--- config.mk ---
export PLATFORM = sky130hd
export DESIGN_NAME = cartridge_address_map_decoder
export DESIGN_NICKNAME = d
export VERILOG_FILES = /design/src/design/cam_pkg.sv /design/src/design/cam_decode.sv /design/src/design/cartridge_address_map_decoder.sv
export SDC_FILE = /design/constraint.sdc
export NUM_CORES = 1
export LEC_CHECK = 0
export ABC_AREA = 1
export BUFFER_PORTS_ARGS = -buffer_cell sky130_fd_sc_hd__buf_2
export CAP_MARGIN = 30
export CORE_ASPECT_RATIO = 1.2
export CORE_UTILIZATION = 50
export CTS_CLUSTER_SIZE = 24
export DETAILED_ROUTE_END_ITERATION = 10
export GPL_ROUTABILITY_DRIVEN = 1
export GPL_TIMING_DRIVEN = 0
export PLACE_DENSITY = 0.73
export SETUP_SLACK_MARGIN = 0.02
export SLEW_MARGIN = 5
export SYNTH_ARGS = -nofsm -noshare
export SYNTH_HDL_FRONTEND = slang
export SYNTH_SLANG_ARGS = --single-unit
export TNS_END_PERCENT = 1
--- constraint.sdc ---
create_clock -name aclk -period 2.8 [get_ports aclk]
set_input_delay 0 -clock aclk [delete_from_list [all_inputs] [get_ports aclk]]
set_output_delay 0 -clock aclk [all_outputs]
set_load 0.02 [all_outputs]
--- src/design/cam_pkg.sv ---
// Shared types and constants for the cartridge address map decoder.
// No dependencies; every other design file imports this package.

package cam_pkg;

    // Target codes of a decoded access.
    localparam logic [2:0] TGT_NONE  = 3'd0;
    localparam logic [2:0] TGT_ROM   = 3'd1;
    localparam logic [2:0] TGT_WRAM  = 3'd2;
    localparam logic [2:0] TGT_SRAM  = 3'd3;
    localparam logic [2:0] TGT_VIDEO = 3'd4;
    localparam logic [2:0] TGT_IO    = 3'd5;
    localparam logic [2:0] TGT_JOY   = 3'd6;
    localparam logic [2:0] TGT_BAD   = 3'd7;

    // Access kinds.
    localparam logic REQ_READ  = 1'b0;
    localparam logic REQ_WRITE = 1'b1;

    // Configuration register indexes.
    localparam logic CFG_LOROM_MODE = 1'b0;
    localparam logic CFG_SRAM_SIZE  = 1'b1;

    // Access speeds in master clocks.
    localparam logic [3:0] CYC_FAST = 4'd6;
    localparam logic [3:0] CYC_SLOW = 4'd8;

    // Work RAM spans two full banks.
    localparam int WRAM_ADDR_BITS = 17;

    // Bank numbers and address ranges used by the map.
    localparam logic [7:0]  BANK_SRAM_LO  = 8'h70;
    localparam logic [7:0]  BANK_SRAM_HI  = 8'h71;
    localparam logic [7:0]  BANK_WRAM_LO  = 8'h7E;
    localparam logic [7:0]  BANK_WRAM_HI  = 8'h7F;
    localparam logic [7:0]  BANK_OPEN     = 8'h60;
    localparam logic [7:0]  BANK_RO_FIRST = 8'hD0;
    localparam logic [7:0]  BANK_RO_LAST  = 8'hFE;
    localparam logic [23:0] ADDR_HI_LO    = 24'hC00000;
    localparam logic [23:0] ADDR_HI_END   = 24'hFE0000;
    localparam logic [23:0] ADDR_MID_LO   = 24'h710000;
    localparam logic [23:0] ADDR_MID_END  = 24'h7E0000;
    localparam logic [15:0] JOYPAD_PORT   = 16'h4016;

    typedef struct packed {
        logic        req_type;
        logic [23:0] bus_address;
        logic [7:0]  write_data;
    } req_t;

    typedef struct packed {
        logic [2:0]  target;
        logic [21:0] target_offset;
        logic [7:0]  data;
        logic [3:0]  access_cycles;
    } resp_t;

    typedef struct packed {
        logic       lorom_mode;
        logic [2:0] sram_size_code;
    } cfg_t;

endpackage

--- src/design/cam_decode.sv ---
// Combinational address map decode for one bus access.
// Depends on cam_pkg for the request, response and configuration types.

module cam_decode
    import cam_pkg::*;
#(
    parameter int ROM_ADDR_BITS = 22
) (
    input  req_t  req,
    input  cfg_t  cfg,
    output resp_t resp
);

    localparam logic [21:0] ROM_MASK = 22'((64'd1 << ROM_ADDR_BITS) - 64'd1);
    localparam logic [21:0] WRAM_MASK = 22'((64'd1 << WRAM_ADDR_BITS) - 64'd1);

    logic [23:0] a;
    logic [7:0]  bank;
    logic [6:0]  low_bank;
    logic [2:0]  page;
    logic [15:0] reg_addr;
    logic [3:0]  sel;
    logic        wr;
    logic        lo;
    logic        sys;
    logic        io_page;
    logic [17:0] sram_mask_wide;
    logic [21:0] sram_mask;
    logic [21:0] sram_off;
    logic [21:0] lorom_off;
    logic [7:0]  dv;

    always_comb begin
        a        = req.bus_address;
        bank     = a[23:16];
        low_bank = a[22:16];
        page     = a[15:13];
        reg_addr = a[15:0];
        sel      = a[15:12];
        wr       = (req.req_type == REQ_WRITE);
        lo       = cfg.lorom_mode;
        // System banks are 00-3F and their mirror 80-BF.
        sys      = !low_bank[6];
        // Pages 1 to 3 of the system banks hold the register and expansion area.
        io_page  = sys && (page >= 3'd1) && (page <= 3'd3);
        dv       = wr ? req.write_data : 8'h00;

        if (cfg.sram_size_code == 3'd0) begin
            sram_mask_wide = '0;
        end else begin
            sram_mask_wide = (18'd1 << (5'(cfg.sram_size_code) + 5'd10)) - 18'd1;
        end
        sram_mask = {4'd0, sram_mask_wide};
        sram_off  = a[21:0] & sram_mask;
        lorom_off = {low_bank, a[14:0]} & ROM_MASK;
    end

    always_comb begin
        resp.access_cycles = io_page ? CYC_FAST : CYC_SLOW;
        resp.target        = TGT_NONE;
        resp.target_offset = '0;
        resp.data          = dv;

        if (sys && page == 3'd0) begin
            resp.target        = TGT_WRAM;
            resp.target_offset = {9'd0, a[12:0]};
        end else if (bank == BANK_WRAM_LO || bank == BANK_WRAM_HI) begin
            resp.target        = TGT_WRAM;
            resp.target_offset = a[21:0] & WRAM_MASK;
        end else if (!lo && (bank == BANK_SRAM_LO || bank == BANK_SRAM_HI)) begin
            resp.target        = TGT_SRAM;
            resp.target_offset = {9'd0, a[12:0]};
        end else if (!wr && lo && a[15] && low_bank < 7'h60) begin
            resp.target        = TGT_ROM;
            resp.target_offset = lorom_off;
        end else if (!wr && !lo && !io_page) begin
            resp.target        = TGT_ROM;
            resp.target_offset = a[21:0] & ROM_MASK;
        end else if (!wr) begin
            // Reads that miss the page map.
            if (sys) begin
                case (sel)
                    4'h2: begin
                        resp.target        = TGT_VIDEO;
                        resp.target_offset = {6'd0, reg_addr};
                    end
                    4'h4: begin
                        if (a[11:9] == 3'b001) begin
                            resp.target        = TGT_IO;
                            resp.target_offset = {6'd0, reg_addr};
                        end else if (reg_addr[15:1] == JOYPAD_PORT[15:1]) begin
                            resp.target        = TGT_JOY;
                            resp.target_offset = {6'd0, reg_addr};
                        end
                    end
                    4'h6, 4'h7: begin
                        if (!lo) begin
                            resp.target        = TGT_SRAM;
                            resp.target_offset = sram_off;
                        end else begin
                            resp.data = 8'hFF;
                        end
                    end
                    default: begin
                        resp.data = 8'hFF;
                    end
                endcase
            end else if (bank == BANK_SRAM_LO && sram_mask != '0) begin
                resp.target        = TGT_SRAM;
                resp.target_offset = sram_off;
            end
        end else if (sys) begin
            // Writes into the system banks.
            case (sel)
                4'h2: begin
                    if (a[11:8] == 4'h1) begin
                        resp.target        = TGT_VIDEO;
                        resp.target_offset = {6'd0, reg_addr};
                    end
                end
                4'h4: begin
                    if (a[11:9] == 3'b001) begin
                        resp.target        = TGT_IO;
                        resp.target_offset = {6'd0, reg_addr};
                    end else if (reg_addr[15:1] == JOYPAD_PORT[15:1]) begin
                        resp.target        = TGT_JOY;
                        resp.target_offset = {6'd0, reg_addr};
                    end
                end
                4'h6, 4'h7: begin
                    if (!lo) begin
                        resp.target        = TGT_SRAM;
                        resp.target_offset = sram_off;
                    end
                end
                4'h0, 4'h1: begin
                    resp.target        = TGT_BAD;
                    resp.target_offset = a[21:0];
                end
                default: begin
                    resp.target = TGT_NONE;
                end
            endcase
        end else if (bank >= BANK_RO_FIRST && bank <= BANK_RO_LAST) begin
            resp.target = TGT_NONE;
        end else if (bank == BANK_SRAM_LO) begin
            resp.target        = TGT_SRAM;
            resp.target_offset = sram_off;
        end else if (bank == BANK_OPEN
                     || (a >= ADDR_HI_LO && a < ADDR_HI_END)
                     || (a >= ADDR_MID_LO && a < ADDR_MID_END)) begin
            resp.target = TGT_NONE;
        end else begin
            resp.target        = TGT_BAD;
            resp.target_offset = a[21:0];
        end
    end

endmodule

--- src/design/cartridge_address_map_decoder.sv ---
// Top level of the cartridge address map decoder: configuration registers and
// a two-register pipeline around cam_decode. Depends on cam_pkg and cam_decode.
//
// Each bus access enters on the s_ channel (req_type, bus_address, write_data)
// and leaves on the m_ channel as target, target_offset, data and
// access_cycles. Both channels use valid/ready; one transfer moves one access.
// The access is captured in an input register, decoded by a short
// combinational map, and captured in a result register. One access is taken
// every cycle while the receiver accepts results; a single decode stage lies
// between the two registers.
// When the receiver stalls, the result register holds, the input register
// fills behind it, and s_ready drops once both are occupied; the flow picks up
// again in the cycle m_ready returns.
// Configuration is a plain write port: cfg_wr_en with cfg_index 0 writes
// lorom_mode, index 1 writes sram_size_code. Writes take effect at once and
// belong in idle periods. Synchronous active-low reset empties both pipeline
// registers and sets lorom_mode to 1 and sram_size_code to 0.

module cartridge_address_map_decoder
    import cam_pkg::*;
#(
    parameter int ROM_ADDR_BITS = 22
) (
    input  logic       aclk,
    input  logic       aresetn,
    input  logic       cfg_wr_en,
    input  logic       cfg_index,
    input  logic [2:0] cfg_wdata,
    input  logic       s_valid,
    output logic       s_ready,
    input  req_t       s_req,
    output logic       m_valid,
    input  logic       m_ready,
    output resp_t      m_resp
);

    cfg_t  cfg_reg;
    logic  in_valid_reg;
    req_t  in_req_reg;
    logic  out_valid_reg;
    resp_t out_resp_reg;
    resp_t dec_resp;
    logic  out_ready;
    logic  in_ready;

    assign out_ready = !out_valid_reg || m_ready;
    assign in_ready  = !in_valid_reg || out_ready;
    assign s_ready   = in_ready;
    assign m_valid   = out_valid_reg;
    assign m_resp    = out_resp_reg;

    always_ff @(posedge aclk) begin
        if (!aresetn) begin
            cfg_reg.lorom_mode     <= 1'b1;
            cfg_reg.sram_size_code <= 3'd0;
        end else if (cfg_wr_en) begin
            case (cfg_index)
                CFG_LOROM_MODE: cfg_reg.lorom_mode     <= cfg_wdata[0];
                CFG_SRAM_SIZE:  cfg_reg.sram_size_code <= cfg_wdata;
                default:        cfg_reg                <= cfg_reg;
            endcase
        end
    end

    always_ff @(posedge aclk) begin
        if (!aresetn) begin
            in_valid_reg  <= 1'b0;
            out_valid_reg <= 1'b0;
        end else begin
            if (in_ready) begin
                in_valid_reg <= s_valid;
            end
            if (out_ready) begin
                out_valid_reg <= in_valid_reg;
            end
        end
    end

    always_ff @(posedge aclk) begin
        if (in_ready && s_valid) begin
            in_req_reg <= s_req;
        end
        if (out_ready && in_valid_reg) begin
            out_resp_reg <= dec_resp;
        end
    end

    cam_decode #(
        .ROM_ADDR_BITS(ROM_ADDR_BITS)
    ) u_decode (
        .req (in_req_reg),
        .cfg (cfg_reg),
        .resp(dec_resp)
    );

endmodule

---- After elaboration in Yosys (flattened, before gate mapping) ----
Cells that the tools add are included.
storage, ports and cells
  input bits .............................. 42
  memories kept ........................... 0
  output and inout bits ................... 39
  bits in latches ......................... 0
  bits in read-only memories .............. 0
  word-level logic and storage cells ...... 114
  flip-flop bits (word level) ............. 76
  bits in writable memories ............... 0
cells by class
  mux-type cells .......................... 33
  reductions and logical operators ........ 39
  multipliers ............................. 0
  add/sub/neg operators ................... 2
  equal/unequal tests ..................... 13
  divide/modulo/power cells ............... 0
  bitwise logic cells ..................... 2
  shift-type cells ........................ 1
  order comparisons ....................... 9
operators by type and width
  cell                                                                                   count
  25-bit two-way mux                                                                     7
  24-bit two-way mux                                                                     4
  22-bit case mux with 4 select lines                                                    1
  25-bit case mux with 3 select lines                                                    1
  8-bit two-way mux                                                                      9
  22-bit two-way mux                                                                     2
  8-bit by 7-bit equality test with 1-bit output, second input constant                  5
  24-bit by 23-bit greater-or-equal comparator with 1-bit output, second input constant  1
  24-bit greater-or-equal comparator, second input constant                              1
  24-bit by 23-bit less-than comparator with 1-bit output, second input constant         1
  24-bit less-than comparator, second input constant                                     1
  23-bit two-way mux                                                                     1
  22-bit by 18-bit AND with 22-bit output                                                1
  22-bit nonzero test                                                                    1
  18-bit two-way mux                                                                     1
  1-bit by 5-bit left shift with 18-bit output, first input constant                     1
  18-bit by 1-bit subtractor with 18-bit output, second input constant                   1
  17-bit two-way mux                                                                     1
  8-bit case mux with 2 select lines                                                     1
  15-bit by 14-bit equality test with 1-bit output, second input constant                1
  1-bit logical AND                                                                      15
  13-bit two-way mux                                                                     1
  4-bit by 3-bit equality test with 1-bit output, second input constant                  3
  3-bit case mux with 4 select lines                                                     1
  other kinds (20)                                                                       37

---- Longest topological paths before layout ----
Gate-level depths: netlist of run 1.
  depth after elaboration ................. 14
  depth in mapped cells ................... 16
  depth with buffers taken out ............ 15

---- Modules after synthesis ----
Synthesis of run 1 repeated with hierarchy kept, for this count alone.
second synthesis, totals
  cell total of the unflattened synthesis .. 525
  area, all modules ....................... 4,324.1 um^2
modules (own cells, without submodules)
  module                         sequential area each (um^2)  area each (um^2)  cells an instance  times used
  cartridge_address_map_decoder  2,222.1                      2,334.7           101                1
  cam_decode                     0.0                          1,989.4           424                1

---- Least setup slack after synthesis of run 1 ----
No wires, ideal clock.
  kind .................................... register -> register
  from .................................... reg out_valid_reg, in the netlist m_valid
  to ...................................... reg out_resp_reg (netlist bit m_resp[10]) (enable)
  cell stages (with the launch flop) ...... 2
  arrival time ............................ 2.165 ns
  required time ........................... 2.361 ns
  period minus slack after synthesis ...... 2.604 ns
  buffers on the path ..................... 0
  setup slack ............................. 0.196 ns
  cells stage by stage .................... dfxtp_1 > a21oi_1
between the ends
  word-level cells in the longest chain between the ends .. 3
ends and longest elaborated chain
  element                   line                                 RTL
  start: declaration        cartridge_address_map_decoder.sv:40  logic out_valid_reg;
  start signal: assignment  cartridge_address_map_decoder.sv:74  out_valid_reg <= in_valid_reg;
  1-bit zero test           cartridge_address_map_decoder.sv:46  assign out_ready = !out_valid_reg || m_ready;
  1-bit logical OR          cartridge_address_map_decoder.sv:46
  1-bit logical AND         cartridge_address_map_decoder.sv:83  if (out_ready && in_valid_reg) begin
  end signal: assignment    cartridge_address_map_decoder.sv:84  out_resp_reg <= dec_resp;
  end: declaration          cartridge_address_map_decoder.sv:41  resp_t out_resp_reg;
No other way between the ends.
A chain may end at the register's enable or synchronous reset.

==> impl_metrics.py, run 1 <==
metrics = {
    "global_routing": {
        "antenna_found_initial": 0,
        "grt_overflow": 0,
        "grt_usage_pct": 27.2,
        "grt_pass1_vias": 3609,
        "grt_first_pass_wirelength_mm": 17.5,
        "grt_max_degree": 32,
    },
    "cells_and_area": {
        "post-route-cell-area_um2": 5370,
        "largest_register_ffs": 35,
        "fillers": 684,
        "postLayoutCoreUtil_pct": 66.2,
        "drive_gt1_share_pct": 22.8,
        "num-nets-final": 675,
        "syn_to_final_growth_pct": 29.1,
        "antennaDiodeCount": 0,
    },
    "setup_path": {
        "startpoint": "cfg_reg[1]",
        "crit_buf_inv": 1,
        "worstPathMaxFanout": 7,
        "cp-end-kind": "flip-flop",
        "cp_top_family": "simple AND/OR/NAND/NOR gates",
        "start_kind": "flip-flop",
        "r2r_slack_ps": 600,
        "crit_required_ps": 2920,
        "reg2reg_from": "cfg_reg[1]",
        "critPathSlowestCell": "ha_1",
        "crit_type": "reg2reg",
        "path_common_cell": "nand2_1",
        "crit_path_cell_trace": "ha_1, inv_1, nand3_1, nor2_1, nand2_1, nand3_1, nor2_1, o21ai_0, nand2_1, nand2_1, nand2_1, nand2_1, nand2_1",
        "slowest_delay_ps": 410,
        "crit_arrival_ps": 2320,
    },
    "flow_run": {
        "max_cap_viol_count": 0,
    },
    "placement": {
        "post-place-ws_ps": 665,
        "gp_congestion": 0.950,
        "io_buffers": 79,
        "post_dp_cell_area_um2": 4730,
        "dpl.hpwl_mm": 7.70,
    },
    "sta": {
        "max_slew.worst_pin.slew_ps": 548,
        "relSlewSlack_pct": 63.1,
        "finalHoldViolCount": 0,
        "finClkSkew_ps": 9.14,
        "period_minus_slack_ps": 2200,
        "finalMaxSlewViolations": 0,
        "setup_slack_ps": 603,
        "setup_viol": 0,
        "fmax_mhz": 455,
        "fin_crit_sh_pct": 78.5,
        "fin_setup_tns_ps": 0,
        "rsz0062_at_grt": "false",
    },
    "yosys": {
        "synth-edff-count": 68,
        "ys_seq_area_share_pct": 52.0,
        "synthArstFlopShare_pct": 0,
        "avgSynthCellArea_um2": 8.42,
        "syn-cell-area_um2": 4160,
        "yosysWarnings": 0,
        "syn-instance-count": 494,
        "synthFlopType": "edfxtp_1",
        "synth.ff_latch_count": 74,
        "synth_cell_types": 34,
    },
    "pwr": {
        "power_mw": 2.61,
        "p_per_area_nw_per_um2": 486,
        "ir_worst_vdd_uv": 357,
        "leakagePower_nw": 2.45,
    },
    "drt": {
        "routed-via-count": 3855,
        "ant_nets": 0,
        "dr.pass1.iters": 5,
        "finalWirelength_mm": 10.9,
        "drtIter0Drc": 340,
        "vias_per_cell": 5.27,
        "drc": 0,
        "post_drt_wl_per_cell_um": 15.0,
    },
    "clock_network": {
        "numCtsBuffers": 9,
        "post_cts_buffers": 0,
        "clkTransAtPathRegs_ps": 80,
        "clock_sinks": 74,
        "htreeDepth": 3,
        "clkLatencyLatePin_ps": 360,
        "cts_tree": "done",
        "post_cts_resized": 0,
        "max-clock-path-buffers": 2,
        "cts-root-buf": "clkbuf_8",
    },
    "floorplan": {
        "die-area_um2": 8690,
        "fp.dieW_um": 85.2,
        "core_area_um2": 8110,
        "fp.dieH_um": 102,
        "rows": 36,
        "initial_utilization_pct": 51.3,
        "num_io_pins": 81,
    },
    "worst_hold_path": {
        "min_from": "cfg_index",
        "hp-class": "in2reg",
    },
    "status": {
        "outcome": "completed",
    },
}
synthesized netlist by cell type (5+ instances only):
library cell / n / area (µm²)
a21oi_1: 27 / 135
nand3_1: 41 / 205
nor2_4: 5 / 56.3
nand2_1: 144 / 541
a31oi_1: 5 / 31.3
nor2_2: 7 / 43.8
inv_2: 10 / 37.5
nand3_2: 6 / 60.1
nand4_1: 12 / 75.1
buf_4: 5 / 37.5
o21ai_0: 24 / 120
nand2_2: 5 / 31.3
nor2_1: 47 / 176
inv_1: 50 / 188
edfxtp_1: 68 / 2040
o211ai_1: 7 / 52.6
dfxtp_1: 6 / 120
report_power, final:
group,internal (mW),switching [mW]
Combinational,0.180,0.297
Sequential,1.29,0.0354
Clock,0.407,0.401
area by class of cell:
cell class | count | area (µm²) | area share [%]
clock buffers | 9 | 124 | 2.31
plain buffers | 12 | 91.3 | 1.70
inverters | 60 | 225 | 4.19
clock inverters | 7 | 70.1 | 1.31
repair buffers | 125 | 883 | 16.5
well taps | 95 | 119 | 2.21
multi-input cells | 349 | 1690 | 31.6
flip-flops and latches | 74 | 2160 | 40.3
logic make-up after synthesis:
group / share of synthesized area (%)
AOI/OAI and AO/OA: 9.24
buffers and inverters: 7.61
DFF: 52.0
adders and majority gates: 0.602
other: 0.181
and+or+nand+nor: 30.4
final timing paths:
check / endpoint / cells past startpoint
worst max-delay path: m_resp[20] / 13
worst min-delay path: cfg_reg[0] / 3
worst max register to register: m_resp[20] / 13
worst min register to register: m_resp[8] / 2
routing by layer:
metal / global-route usage, % / routed length, µm / vias up
met4: 12.6 / 226 / 0
met2: 46.5 / 5460 / 136
met5: 0 / 0 / -
met3: 3.63 / 624 / 20
met1: 34.5 / 4640 / 1776
li1: - / - / 1923
layout by cell type, fill, tap and decap left out, types with 3 or more instances in the layout:
cell type	count
dlygate4sd3_1	44
inv_1	50
a31oi_1	5
nor2_2	7
nand3_2	6
nand4_1	12
dfxtp_1	6
nand2_2	5
edfxtp_1	68
nor2_1	47
inv_2	10
clkbuf_8	10
nand2_1	144
o211ai_1	7
buf_4	5
o21ai_0	24
clkinvlp_4	3
conb_1	3
buf_2	81
a21oi_1	26
nand3_1	41
nor2_4	5
timing repair:
action | 4_1_cts | 5_1_grt
hold buffers | 44 | 0
hold endpoints to repair | 39 | 0
setup endpoints to repair | 0 | 0
per-stage QoR:
step | hold WS [ps] | std cells
floorplan | 98.6 | 495
global placement | 177 | 669
detailed placement | 178 | 671
CTS | 5.69 | 731
global route | 50.4 | 731
finish | 18.9 | 731
tightest hold or removal path: cells and delay by family:
kind,cells,cell delay [ps]
compound gates,1,80
buf+inv,1,100
simple gates,1,150
Note: power is estimated with default switching activity, not from simulation.
==> inputs of run 2 (changes only) <==
Clock period 2.8 ns to 2.3 ns, I/O delays scaled along.
==> impl_metrics.py, run 2 (same netlist as run 1, synthesis figures left out) <==
metrics = {
    "status": {
        "outcome": "completed",
    },
    "setup_path": {
        "crit_required_ps": 2430,
        "crit_arrival_ps": 2240,
        "slowest_delay_ps": 530,
        "startpoint": "in_req_reg[22]",
        "crit_buf_inv": 3,
        "cp_top_family": "simple AND/OR/NAND/NOR gates",
        "start_kind": "flip-flop",
        "critPathSlowestCell": "edfxtp_1",
        "crit_type": "reg2reg",
        "worstPathMaxFanout": 7,
        "crit_path_cell_trace": "nand2_2, inv_2, nand2_1, inv_2, nand3_4, nand3_1, nand2_1, nand2_1, nor2_1, nand2_1, inv_2, nor2_1",
        "path_common_cell": "nand2_1",
        "cp-end-kind": "flip-flop",
        "reg2reg_from": "in_req_reg[22]",
    },
    "drt": {
        "vias_per_cell": 5.38,
        "ant_nets": 0,
        "drtIter0Drc": 246,
        "drc": 0,
        "post_drt_wl_per_cell_um": 15.2,
        "routed-via-count": 3942,
        "dr.pass1.iters": 5,
        "finalWirelength_mm": 11.1,
    },
    "sta": {
        "finalHoldViolCount": 0,
        "relSlewSlack_pct": 62.2,
        "setup_slack_ps": 188,
        "fin_setup_tns_ps": 0,
        "fmax_mhz": 474,
        "period_minus_slack_ps": 2110,
        "max_slew.worst_pin.slew_ps": 561,
        "fin_crit_sh_pct": 91.8,
        "finClkSkew_ps": 14.1,
        "rsz0062_at_grt": "false",
        "finalMaxSlewViolations": 0,
        "setup_viol": 0,
    },
    "clock_network": {
        "cts_tree": "done",
        "max-clock-path-buffers": 2,
        "cts-root-buf": "clkbuf_8",
        "clkTransAtPathRegs_ps": 90,
        "clkLatencyLatePin_ps": 360,
        "clock_sinks": 74,
        "numCtsBuffers": 9,
        "htreeDepth": 3,
    },
    "placement": {
        "place_inst": 671,
        "post-place-ws_ps": 147,
        "io_buffers": 79,
        "dpl.hpwl_mm": 7.75,
        "gp_congestion": 0.946,
    },
    "cells_and_area": {
        "syn_to_final_growth_pct": 30.5,
        "final_cell_mix": "144 x nand2_1, 81 x buf_2, 68 x edfxtp_1, 50 x inv_1, 47 x nor2_1",
        "largest_register_ffs": 35,
        "final_common_cell": "nand2_1",
        "num-nets-final": 677,
        "postLayoutCoreUtil_pct": 66.9,
        "stdcell_count": 733,
        "antennaDiodeCount": 0,
        "drive_gt1_share_pct": 24.1,
    },
    "global_routing": {
        "grt_pass1_vias": 3673,
        "grt_usage_pct": 27.1,
        "grt_overflow": 0,
        "grt_max_degree": 32,
        "antenna_found_initial": 0,
        "grt_first_pass_wirelength_mm": 17.7,
    },
    "floorplan": {
        "die-area_um2": 8690,
        "initial_utilization_pct": 51.3,
        "rows": 36,
        "core_area_um2": 8110,
        "fp.dieW_um": 85.2,
        "fp.dieH_um": 102,
        "num_io_pins": 81,
    },
    "pwr": {
        "p_per_area_nw_per_um2": 616,
        "leakagePower_nw": 2.48,
        "power_mw": 3.34,
        "ir_worst_vdd_uv": 430,
    },
    "worst_hold_path": {
        "min_from": "cfg_wr_en",
        "hp-class": "in2reg",
    },
    "flow_run": {
        "max_cap_viol_count": 0,
    },
}
-- run 2: final timing paths --
kind,slack [ps],end,cells after the start
worst max-delay path,190,m_resp[19],12
worst min-delay path,6,cfg_reg[1],3
worst max register to register,190,m_resp[19],12
worst min register to register,530,m_resp[7],2
-- run 2: cell type report --
| class | instances | area, µm² |
|---|---|---|
| clock inverter | 7 | 103 |
| timing repair buffer | 127 | 893 |
| tap | 95 | 119 |
| multi-input combinational | 349 | 1700 |
| fill | 686 | 2680 |
| inverter | 60 | 228 |
| clock buffer | 9 | 124 |
| buffer | 12 | 91.3 |
| sequential | 74 | 2160 |
-- run 2: per-layer routing --
layer	vias to the layer above	global-route usage [%]	wire [µm]	share of wire, %
met2	183	46.2	5350	48
met1	1798	33.6	4690	42
met4	0	13.3	362	3.3
met3	26	4.36	720	6.5
met5	-	0	0	0
li1	1935	-	-	-
-- run 2: through the flow --
stage / cell area (µm²) / hold WS (ps)
2_1_floorplan: 4170 / 98.6
3_3_place_gp: 4680 / 177
3_5_place_dp: 4730 / 178
4_1_cts: 5380 / 8.66
5_1_grt: 5420 / 35.9
6_report: 5420 / 6.49
-- run 2: worst register-to-register path, cell delays in order (launching register included) --
cell and delay [ps]:
edfxtp_1 530, nand2_2 170, inv_2 50, nand2_1 100
inv_2 60, nand3_4 90, nand3_1 230, nand2_1 150
nand2_1 70, nor2_1 190, nand2_1 100, inv_2 90
nor2_1 40
-- run 2: power breakdown --
part	leakage (nW)	total (mW)	switching, mW	internal (mW)
Sequential	0.709	1.61	0.0438	1.57
Clock	0.110	1.14	0.520	0.619
Combinational	1.66	0.589	0.367	0.222
Total	2.48	3.34	0.930	2.41
-- run 2: timing repair --
item                                    in CTS  in global routing
endpoints found under the setup margin       0                  1
endpoints found under the hold margin       39                  0
setup buffers                                0                  4
gates resized for setup                      0                  5
hold buffers                                42                  0
